===== src/rtl/lhm_pkg.sv =====
// shared types and constants of the latency histogram monitor
package lhm_pkg;

  localparam int NUM_BUCKETS = 24;
  localparam int EDGE_COUNT  = 23;
  // bounds that take part in the search: the first NUM_BUCKETS-1 of the defined ones
  localparam int CMP_N       = (NUM_BUCKETS - 1 < EDGE_COUNT) ? NUM_BUCKETS - 1 : EDGE_COUNT;
  localparam int BUCKET_W    = $clog2(NUM_BUCKETS);

  localparam int TS_W        = 64;
  localparam int CNT_W       = 32;
  localparam int IDX_W       = 5;
  localparam int DIV_STEPS   = TS_W;
  localparam int STEP_W      = $clog2(DIV_STEPS);

  localparam int IN_DATA_W   = 128;
  localparam int OUT_DATA_W  = 168;

  localparam int CFG_IDX_W   = 1;
  localparam int CFG_DATA_W  = 64;
  localparam logic [CFG_IDX_W-1:0] REG_INTERVAL_EN = 1'd0;
  localparam logic [CFG_IDX_W-1:0] REG_INTERVAL_NS = 1'd1;

  // upper bounds of the buckets in ns, lo < v <= hi
  localparam logic [TS_W-1:0] BUCKET_HI [EDGE_COUNT] = '{
    64'd1000, 64'd2000, 64'd4000, 64'd8000, 64'd16000, 64'd64000, 64'd128000,
    64'd256000, 64'd512000, 64'd1000000, 64'd2000000, 64'd8000000, 64'd16000000,
    64'd500000000, 64'd1000000000, 64'd2000000000, 64'd4000000000,
    64'd8000000000, 64'd30000000000, 64'd60000000000, 64'd120000000000,
    64'd240000000000, 64'd480000000000
  };

  typedef struct packed {
    logic load_in;
    logic calc_delay;
    logic calc_bin;
    logic calc_idx;
    logic calc_cnt;
    logic div_step;
    logic load_out;
  } lhm_cmd_t;

  typedef struct packed {
    logic need_avg;
    logic div_last;
    logic out_free;
  } lhm_sts_t;

endpackage


===== src/rtl/lhm_ctrl.sv =====
// sequencing state machine of the latency histogram monitor
module lhm_ctrl import lhm_pkg::*; (
  input  logic     clk,
  input  logic     rst_n,
  input  logic     in_tvalid,
  output logic     in_tready,
  input  lhm_sts_t sts,
  output lhm_cmd_t cmd
);

  localparam logic [2:0] S_IDLE  = 3'd0;
  localparam logic [2:0] S_DELAY = 3'd1;
  localparam logic [2:0] S_BIN   = 3'd2;
  localparam logic [2:0] S_IDX   = 3'd3;
  localparam logic [2:0] S_CNT   = 3'd4;
  localparam logic [2:0] S_DIV   = 3'd5;
  localparam logic [2:0] S_OUT   = 3'd6;

  logic [2:0] state_r;
  logic [2:0] state_nxt;

  always_comb begin
    state_nxt = state_r;
    cmd       = '0;
    in_tready = 1'b0;
    unique case (state_r)
      S_IDLE: begin
        in_tready   = 1'b1;
        cmd.load_in = in_tvalid;
        if (in_tvalid) state_nxt = S_DELAY;
      end
      S_DELAY: begin
        cmd.calc_delay = 1'b1;
        state_nxt      = S_BIN;
      end
      S_BIN: begin
        cmd.calc_bin = 1'b1;
        state_nxt    = S_IDX;
      end
      S_IDX: begin
        cmd.calc_idx = 1'b1;
        state_nxt    = S_CNT;
      end
      S_CNT: begin
        // also primes the divider with the updated total and count
        cmd.calc_cnt = 1'b1;
        state_nxt    = sts.need_avg ? S_DIV : S_OUT;
      end
      S_DIV: begin
        cmd.div_step = 1'b1;
        if (sts.div_last) state_nxt = S_OUT;
      end
      S_OUT: begin
        cmd.load_out = sts.out_free;
        if (sts.out_free) state_nxt = S_IDLE;
      end
      default: state_nxt = S_IDLE;
    endcase
  end

  always_ff @(posedge clk) begin
    if (!rst_n) begin
      state_r <= S_IDLE;
    end else begin
      state_r <= state_nxt;
    end
  end

endmodule


===== src/rtl/lhm_datapath.sv =====
// statistics registers, bucket counters, divider and output register
module lhm_datapath import lhm_pkg::*; (
  input  logic                  clk,
  input  logic                  rst_n,
  input  logic                  cfg_wr_en,
  input  logic [CFG_IDX_W-1:0]  cfg_index,
  input  logic [CFG_DATA_W-1:0] cfg_wdata,
  input  logic [IN_DATA_W-1:0]  in_tdata,
  output logic                  out_tvalid,
  input  logic                  out_tready,
  output logic [OUT_DATA_W-1:0] out_tdata,
  output logic                  out_tuser,
  input  lhm_cmd_t              cmd,
  output lhm_sts_t              sts
);

  logic                cfg_en_r;
  logic [TS_W-1:0]     cfg_int_r;
  logic [TS_W-1:0]     start_r;
  logic [TS_W-1:0]     end_r;
  logic [TS_W-1:0]     delay_r;
  logic [CMP_N-1:0]    le_r;
  logic [TS_W-1:0]     total_r;
  logic [CNT_W-1:0]    count_r;
  logic [TS_W-1:0]     last_log_r;
  logic [TS_W-1:0]     diff_r;
  logic                ge_r;
  logic [BUCKET_W-1:0] idx_r;
  logic                need_r;
  logic [CNT_W-1:0]    bucket_cnt_r [NUM_BUCKETS];
  logic [CNT_W-1:0]    cnt_out_r;
  logic [TS_W-1:0]     quo_r;
  logic [CNT_W-1:0]    rem_r;
  logic [STEP_W-1:0]   step_r;
  logic                out_valid_r;
  logic [OUT_DATA_W-1:0] out_data_r;
  logic                out_user_r;

  logic [TS_W:0]       sum;
  logic [BUCKET_W-1:0] idx_enc;
  logic [CNT_W-1:0]    cur_cnt;
  logic [CNT_W-1:0]    new_cnt;
  logic [CNT_W:0]      trial;
  logic [CNT_W:0]      trial_sub;
  logic [TS_W-1:0]     avg;

  assign sum = {1'b0, total_r} + {1'b0, delay_r};

  // lowest bound that holds the delay, last bucket otherwise
  always_comb begin
    idx_enc = BUCKET_W'(NUM_BUCKETS - 1);
    for (int i = CMP_N - 1; i >= 0; i--) begin
      if (le_r[i]) idx_enc = BUCKET_W'(i);
    end
  end

  assign cur_cnt   = bucket_cnt_r[idx_r];
  assign new_cnt   = (cur_cnt == '1) ? cur_cnt : cur_cnt + CNT_W'(1);
  assign trial     = {rem_r, quo_r[TS_W-1]};
  assign trial_sub = trial - {1'b0, count_r};
  assign avg       = need_r ? quo_r : '0;

  always_ff @(posedge clk) begin
    if (!rst_n) begin
      cfg_en_r  <= 1'b0;
      cfg_int_r <= '0;
    end else if (cfg_wr_en) begin
      unique case (cfg_index)
        REG_INTERVAL_EN: cfg_en_r  <= cfg_wdata[0];
        REG_INTERVAL_NS: cfg_int_r <= cfg_wdata;
        default: ;
      endcase
    end
  end

  // item pipeline of the sequencer
  always_ff @(posedge clk) begin
    if (cmd.load_in) begin
      start_r <= in_tdata[TS_W-1:0];
      end_r   <= in_tdata[2*TS_W-1:TS_W];
    end
    if (cmd.calc_delay) begin
      delay_r <= (end_r >= start_r) ? end_r - start_r : '0;
    end
    if (cmd.calc_bin) begin
      for (int i = 0; i < CMP_N; i++) begin
        le_r[i] <= (delay_r <= BUCKET_HI[i]);
      end
      diff_r <= end_r - last_log_r;
      ge_r   <= (end_r >= last_log_r);
    end
    if (cmd.calc_idx) begin
      idx_r  <= idx_enc;
      need_r <= cfg_en_r && (last_log_r != '0) && ge_r && (diff_r > cfg_int_r);
    end
    if (cmd.calc_cnt) begin
      cnt_out_r <= new_cnt;
      quo_r     <= total_r;
      rem_r     <= '0;
      step_r    <= '0;
    end else if (cmd.div_step) begin
      // restoring divide, one quotient bit per cycle
      if (!trial_sub[CNT_W]) begin
        rem_r <= trial_sub[CNT_W-1:0];
        quo_r <= {quo_r[TS_W-2:0], 1'b1};
      end else begin
        rem_r <= trial[CNT_W-1:0];
        quo_r <= {quo_r[TS_W-2:0], 1'b0};
      end
      step_r <= step_r + STEP_W'(1);
    end
  end

  // running statistics, saturating
  always_ff @(posedge clk) begin
    if (!rst_n) begin
      total_r    <= '0;
      count_r    <= '0;
      last_log_r <= '0;
      for (int i = 0; i < NUM_BUCKETS; i++) begin
        bucket_cnt_r[i] <= '0;
      end
    end else begin
      if (cmd.calc_bin) begin
        total_r <= sum[TS_W] ? '1 : sum[TS_W-1:0];
        if (count_r != '1) count_r <= count_r + CNT_W'(1);
      end
      if (cmd.calc_idx && cfg_en_r && (last_log_r == '0)) begin
        last_log_r <= end_r;
      end
      if (cmd.calc_cnt) begin
        bucket_cnt_r[idx_r] <= new_cnt;
      end
    end
  end

  always_ff @(posedge clk) begin
    if (!rst_n) begin
      out_valid_r <= 1'b0;
    end else if (cmd.load_out) begin
      out_valid_r <= 1'b1;
    end else if (out_tready) begin
      out_valid_r <= 1'b0;
    end
  end

  always_ff @(posedge clk) begin
    if (cmd.load_out) begin
      out_data_r <= {3'b000, avg, cnt_out_r, IDX_W'(idx_r), delay_r};
      out_user_r <= need_r;
    end
  end

  assign sts.need_avg = need_r;
  assign sts.div_last = (step_r == STEP_W'(DIV_STEPS - 1));
  assign sts.out_free = !out_valid_r || out_tready;

  assign out_tvalid = out_valid_r;
  assign out_tdata  = out_data_r;
  assign out_tuser  = out_user_r;

endmodule


===== src/rtl/latency_histogram_monitor_core.sv =====
// Latency histogram monitor: each request carries a start and an end time in ns; the block
// returns the delay, its log-style bucket and that bucket's new saturating count. With interval
// checking on, the first request sets the last-log time and later requests ending more than
// interval_ns past it also return the average delay (total / count). A result is loaded into
// the output register after the request passes the delay, bucket, index and count states,
// and also the divider when an average is returned: a restoring divider yielding one quotient
// bit per cycle for the 64-bit total. The next request is taken in the cycle after the load;
// only one request is in work at a time, and a stalled output holds back the load. A finished
// result sits in an output register, so the next request is taken while it waits.
module latency_histogram_monitor_core import lhm_pkg::*; (
  input  logic                  clk,
  input  logic                  rst_n,
  input  logic                  cfg_wr_en,
  input  logic [CFG_IDX_W-1:0]  cfg_index,
  input  logic [CFG_DATA_W-1:0] cfg_wdata,
  input  logic                  in_tvalid,
  output logic                  in_tready,
  input  logic [IN_DATA_W-1:0]  in_tdata,   // start_ns, end_ns
  output logic                  out_tvalid,
  input  logic                  out_tready,
  output logic [OUT_DATA_W-1:0] out_tdata,  // delay_ns, bucket_index, bucket_count, avg_ns, pad
  output logic                  out_tuser   // avg_valid
);

  lhm_cmd_t cmd;
  lhm_sts_t sts;

  lhm_ctrl u_ctrl (
    .clk       (clk),
    .rst_n     (rst_n),
    .in_tvalid (in_tvalid),
    .in_tready (in_tready),
    .sts       (sts),
    .cmd       (cmd)
  );

  lhm_datapath u_datapath (
    .clk        (clk),
    .rst_n      (rst_n),
    .cfg_wr_en  (cfg_wr_en),
    .cfg_index  (cfg_index),
    .cfg_wdata  (cfg_wdata),
    .in_tdata   (in_tdata),
    .out_tvalid (out_tvalid),
    .out_tready (out_tready),
    .out_tdata  (out_tdata),
    .out_tuser  (out_tuser),
    .cmd        (cmd),
    .sts        (sts)
  );

endmodule


===== config.mk =====
export PLATFORM = sky130hd
export DESIGN_NAME = latency_histogram_monitor_core
export DESIGN_NICKNAME = d
export VERILOG_FILES = /design/src/rtl/lhm_pkg.sv /design/src/rtl/lhm_ctrl.sv /design/src/rtl/lhm_datapath.sv /design/src/rtl/latency_histogram_monitor_core.sv
export SDC_FILE = /design/constraint.sdc
export NUM_CORES = 2
export LEC_CHECK = 0
export ABC_AREA = 1
export ABC_CLOCK_PERIOD_IN_PS = 44100
export CORE_UTILIZATION = 60
export CTS_CLUSTER_DIAMETER = 80
export DETAILED_ROUTE_END_ITERATION = 7
export DONT_BUFFER_PORTS = 1
export PLACE_DENSITY_LB_ADDON = 0.05
export SETUP_SLACK_MARGIN = 0.2
export SYNTH_ARGS = -nofsm -noshare
export SYNTH_HDL_FRONTEND = slang
export SYNTH_HIERARCHICAL = 1
export SYNTH_SLANG_ARGS = --single-unit

===== constraint.sdc =====
create_clock -name clk -period 44.1 [get_ports clk]
set_clock_uncertainty 0.15 [all_clocks]
set_input_delay 8.82 -clock clk [delete_from_list [all_inputs] [get_ports clk]]
set_output_delay 8.82 -clock clk [all_outputs]
set_load 0.02 [all_outputs]

After elaboration in Yosys (flattened, before gate mapping) --
Memories as Yosys holds them, arrays and structs flattened. Cells that the tools add are included.
Storage, ports and cells: bits in registers 815, latch bits 0, memory bits (writable) 768, bits in read-only memories 0, input bits 198, output and inout port bits 171, word-level logic and storage cells 144, memories kept 1
Memory list:
- u_datapath.bucket_cnt_r | depth 24, width 32, rd ports 1, clocked after memory_dff 0, wr ports 24, RTL line lhm_datapath.sv:30 | logic [CNT_W-1:0] bucket_cnt_r [NUM_BUCKETS];
Operators by class: add/subtract/negate cells 7, multipliers 0, div/mod/pow operators 0, order comparisons 26, equality and inequality tests 12, shift operators 0, multiplexer cells 50, bitwise logic cells 1, reductions and logical operators 21
Operator list (number):
- 64-bit 2-to-1 mux | 3
- 64-bit greater-or-equal comparator | 2
- 64-bit subtractor | 2
- 32-bit 2-to-1 mux | 3
- 64-bit by 64-bit adder with 65-bit output | 1
- 32-bit by 1-bit adder with 32-bit output (second input constant) | 2
- 64-bit greater-than comparator | 1
- 64-bit by 10-bit less-or-equal comparator with 1-bit output (second input constant) | 1
- 64-bit by 11-bit less-or-equal comparator with 1-bit output (second input constant) | 1
- 64-bit by 12-bit less-or-equal comparator with 1-bit output (second input constant) | 1
- 64-bit by 13-bit less-or-equal comparator with 1-bit output (second input constant) | 1
- 64-bit by 14-bit less-or-equal comparator with 1-bit output (second input constant) | 1
- 64-bit by 16-bit less-or-equal comparator with 1-bit output (second input constant) | 1
- 64-bit by 17-bit less-or-equal comparator with 1-bit output (second input constant) | 1
- 64-bit by 18-bit less-or-equal comparator with 1-bit output (second input constant) | 1
- 64-bit by 19-bit less-or-equal comparator with 1-bit output (second input constant) | 1
- 64-bit by 20-bit less-or-equal comparator with 1-bit output (second input constant) | 1
- 64-bit by 21-bit less-or-equal comparator with 1-bit output (second input constant) | 1
- 64-bit by 23-bit less-or-equal comparator with 1-bit output (second input constant) | 1
- 64-bit by 24-bit less-or-equal comparator with 1-bit output (second input constant) | 1
- 64-bit by 29-bit less-or-equal comparator with 1-bit output (second input constant) | 1
- 64-bit by 30-bit less-or-equal comparator with 1-bit output (second input constant) | 1
- 64-bit by 31-bit less-or-equal comparator with 1-bit output (second input constant) | 1
- 64-bit by 32-bit less-or-equal comparator with 1-bit output (second input constant) | 1
- 37 further kinds | 86

Logic depth before layout (Yosys ltp) --
depth in word-level cells 22, depth in mapped cells 24, depth with buffers taken out 22

Modules after synthesis --
The synthesis kept the hierarchy.
By module, submodules not included:
- lhm_datapath | times used 1, cells each 9817, area each 92287.3 sq um
- lhm_ctrl | times used 1, cells each 47, area each 254.0 sq um

Least setup slack after synthesis --
OpenSTA, ideal clock, no wires.
path kind input-to-reg, start point input out_tready, end point register u_datapath.out_data_r[0] (netlist: u_datapath/out_tdata[0]) (enable), data arrival time 20.151 ns, required time 43.053 ns, slack 22.902 ns, stages 4, path buffers 0, cell sequence inv_1 > nand2_1 > inv_1 > nor3_1
RTL lines:
- start: declaration | RTL line latency_histogram_monitor_core.sv:20 | input logic out_tready,
- end signal: assignment | RTL line lhm_datapath.sv:149 | out_data_r <= {3'b000, avg, cnt_out_r, IDX_W'(idx_r), delay_r};
- end: declaration | RTL line lhm_datapath.sv:36 | logic [OUT_DATA_W-1:0] out_data_r;

==> flow_metrics.py <==
metrics = {
    "status": {
        "outcome": "finished, final reports clean",
    },
    "sta": {
        "setup_viol": 0,
        "slew-limit-headroom": 0.0799,
        "worst_pin_slew_ns": 1.38,
        "period_needed_ns": 12.52,
        "drv_slew": 0,
        "finalHoldViolations": 0,
        "rsz0062_at_grt": "false",
        "tns_ns": 0,
        "fin_crit_sh": 0.284,
        "fmax_mhz": 79.9,
    },
    "power": {
        "pwr-share-comb": 0.194,
        "power_density_mw_per_mm2": 44.6,
        "net-switching-power_mw": 1.36,
        "total_power_mw": 4.47,
        "p_leak_nw": 42.5,
        "irDropWorstVdd_v": 0.0000587,
        "power_frac_seq": 0.455,
        "swShare": 0.305,
        "p_int_mw": 3.11,
        "pwr-share-clk": 0.351,
    },
    "setup_path": {
        "rr_endpoint": "u_datapath/bucket_cnt_r[10][0]$_SDFFCE_PN0P_",
        "r2r_start": "u_datapath/idx_r[0]$_SDFFCE_PP0P_",
        "cp.required_ns": 44.40,
        "cp.arrival_ns": 12.82,
        "cp-startpoint": "rst_n",
        "cpPeakStageDelay_ns": 1.23,
        "reg2regPathDepth": 23,
        "crit_path_end": "u_datapath/bucket_cnt_r[9][13]$_SDFFCE_PN0P_",
        "worst-r2r-setup-slack_ns": 36.06,
        "path_cells": "nand2_1 > inv_1 > nand2_1 > nor2_1 > inv_1 > nand2_1",
        "crit_fanout": 226,
        "crit_top_cell": "nand2_1",
        "critPathCaptureType": "register",
        "worst_setup_path_start_kind": "primary input",
        "path_class": "primary input to register",
        "crit_path_top_delay_cell": "nor2_1",
    },
    "finish": {
        "stdcell_area_mm2": 0.100,
        "area_growth_pct": 8.41,
        "fillCellCount": 12300,
        "drive_gt1_frac": 0.0521,
        "nNetsFinal": 10300,
        "instances_no_fill": 12000,
        "postLayoutCoreUtil": 0.658,
    },
    "clocking": {
        "cts_tree": "done",
        "cts_made_buffers": 187,
        "clk_latency_ns": 0.85,
        "htreeDepth": 4,
        "cts_resized": 0,
        "ctsHoldBuffers": 0,
        "cts_setup_buffers": 0,
        "cts.sinks": 1839,
        "clk_pin_slew_worst_paths_ns": 0.06,
        "clock-root-buffer": "clkbuf_16",
        "clockBufferDepth": 3,
    },
    "global_routing": {
        "grtUsageTotal": 0.369,
        "grt_pass1_vias": 69100,
        "grt_pass1_wl_um": 429000,
        "grt_start_max_net_pins": 226,
        "antenna_found_initial": 24,
        "overflow": 0,
    },
    "floorplanning": {
        "core_area_mm2": 0.152,
        "fp.dieW_um": 395,
        "start_util": 0.607,
        "die-area_mm2": 0.156,
        "row_count": 143,
        "ios": 369,
        "die_h_um": 395,
    },
    "synthesis": {
        "yosys_warnings": 6,
        "yosysMostFrequentCell": "nand2_1",
        "yosys.area.top_type": "edfxtp_1",
        "synth_cells": 9864,
        "ys_ff_latch": 1839,
        "avgSynthCellArea_um2": 9.38,
        "synth_top_area_frac": 0.510,
        "synth-edff-count": 1572,
        "synth_area_leaders": "edfxtp_1 51%, nand2_1 8.8%, inv_1 5.8%, dfxtp_1 5.8%, nor2_1 4.3%",
        "ys_seq_area_frac": 0.568,
        "synth_ff_type": "edfxtp_1",
        "async_reset_ff_frac": 0,
        "syn-cell-area_mm2": 0.0925,
        "synthDistinctLibCells": 69,
        "synth_common_cells": "2167 x nand2_1, 1572 x edfxtp_1, 1427 x inv_1, 1072 x nor2_1, 614 x a21oi_1",
    },
    "placed_design": {
        "dpl.cell_count": 11600,
        "io_buffer_count": 0,
        "dpl_cell_area_mm2": 0.0942,
        "dp_hpwl_um": 208000,
        "gp_congestion": 1.03,
    },
    "flow_run": {
        "cap_violations": 0,
    },
    "route": {
        "drc": 0,
        "firstDrtPassIters": 7,
        "avgViaCountPerCell": 6.05,
        "dr.first_iter.drc_count": 9445,
        "ant_nets": 0,
        "vias": 72600,
        "routed_wl_um": 293000,
        "wire_per_inst_um": 24.5,
    },
    "hold_path": {
        "hp-class": "register to register",
    },
}
## kinds of logic (layout without fill, tap and decap cells)
family,count (synthesis),count (layout),share of synthesized area
and+or+nand+nor,3776,3776,0.167
AOI/OAI and AO/OA,1926,1926,0.127
buffers and inverters,1842,1925,0.0808
DFF,1839,1839,0.568
adders and majority gates,295,295,0.0402
xor gates and xnor gates,185,185,0.0175
other,1,14,0.0000405
## worst min-delay path by stage
stage                                             startpoint                                   to  cells past startpoint
after CTS                  u_datapath/cnt_out_r[7]$_DFFE_PP_   u_datapath/out_tdata[76]$_DFFE_PP_                      0
after global placement    u_datapath/cnt_out_r[26]$_DFFE_PP_   u_datapath/out_tdata[95]$_DFFE_PP_                      0
after global routing       u_datapath/cnt_out_r[3]$_DFFE_PP_   u_datapath/out_tdata[72]$_DFFE_PP_                      0
after detailed placement  u_datapath/cnt_out_r[21]$_DFFE_PP_   u_datapath/out_tdata[90]$_DFFE_PP_                      0
after floorplan           u_datapath/cnt_out_r[31]$_DFFE_PP_  u_datapath/out_tdata[100]$_DFFE_PP_                      0
final                      u_datapath/cnt_out_r[7]$_DFFE_PP_   u_datapath/out_tdata[76]$_DFFE_PP_                      0
## worst max-delay path, delay by kind of cell
family,cells,cell delay [ns]
and+or+nand+nor,4,3.13
buffers and inverters,2,0.68
## metal layers
metal,GRT usage,part of all wire,wire length [µm]
met4,0.134,0.038,11100
met3,0.0978,0.12,35500
met2,0.564,0.45,131000
met5,0,0.00036,105
met1,0.508,0.40,116000
## per-stage QoR
step | hold WS (ns) | setup WS [ns]
after global placement | 0.252 | 31.35
final | 0.266 | 31.58
after CTS | 0.269 | 31.99
after global routing | 0.274 | 31.50
after floorplan | 0.250 | 22.90
after detailed placement | 0.256 | 31.11
## registers in the layout, summed over array words and instances (netlist names)
name	count
u_datapath/start_r	64
u_datapath/out_tuser	1
u_datapath/out_tdata	165
u_datapath/bucket_cnt_r	1024
u_ctrl/state_r	3
u_datapath/end_r	64
u_datapath/rem_r	32
u_datapath/need_r	1
u_datapath/diff_r	64
u_datapath/le_r	23
u_datapath/total_r	64
u_datapath/count_r	32
u_datapath/step_r	6
u_datapath/last_log_r	64
u_datapath/idx_r	5
u_datapath/quo_r	64
u_datapath/out_tvalid	1
u_datapath/cfg_en_r	1
u_datapath/cnt_out_r	32
u_datapath/delay_r	64
u_datapath/cfg_int_r	64
u_datapath/ge_r	1
## power by group through the flow
stage	sequential, mW	combinational, mW	clock, mW
global route	2.04	0.952	1.66
CTS	2.03	0.847	1.59
detailed placement	2.07	0.841	0
floorplan	2.04	0.609	0
global placement	2.07	0.832	0
finish	2.03	0.865	1.57
## placed cells by master (no fill, tap or decap), drive strengths merged, types with 10 or more instances in the layout
master	n
a21o	29
edfxtp	1572
clkinv	74
o21ai	475
a21oi	614
nor4	70
a21boi	22
nor2	1085
nand3b	20
xor2	109
a22oi	513
o21bai	27
nand4	79
bufinv	11
xnor2	76
a31oi	88
clkbuf	234
or2	22
o21a	29
nand3	201
buf	114
o2111ai	10
inv	1483
nor3	114
ha	291
dfxtp	267
nand2	2173
a211oi	12
o211ai	48
diode	11
o41ai	10
a221oi	17
## final cells by class
type	instances	area (µm²)	share of cell area
antenna	11	27.5	0.000274
clock buffer	234	4970	0.0495
clock inverter	109	1140	0.0113
inverter	1468	5520	0.0550
multi-input combinational	6185	32700	0.326
sequential	1839	52600	0.524
tap	2030	2540	0.0253
timing repair buffer	114	881	0.00878
Note: power is estimated with default switching activity, not from simulation.
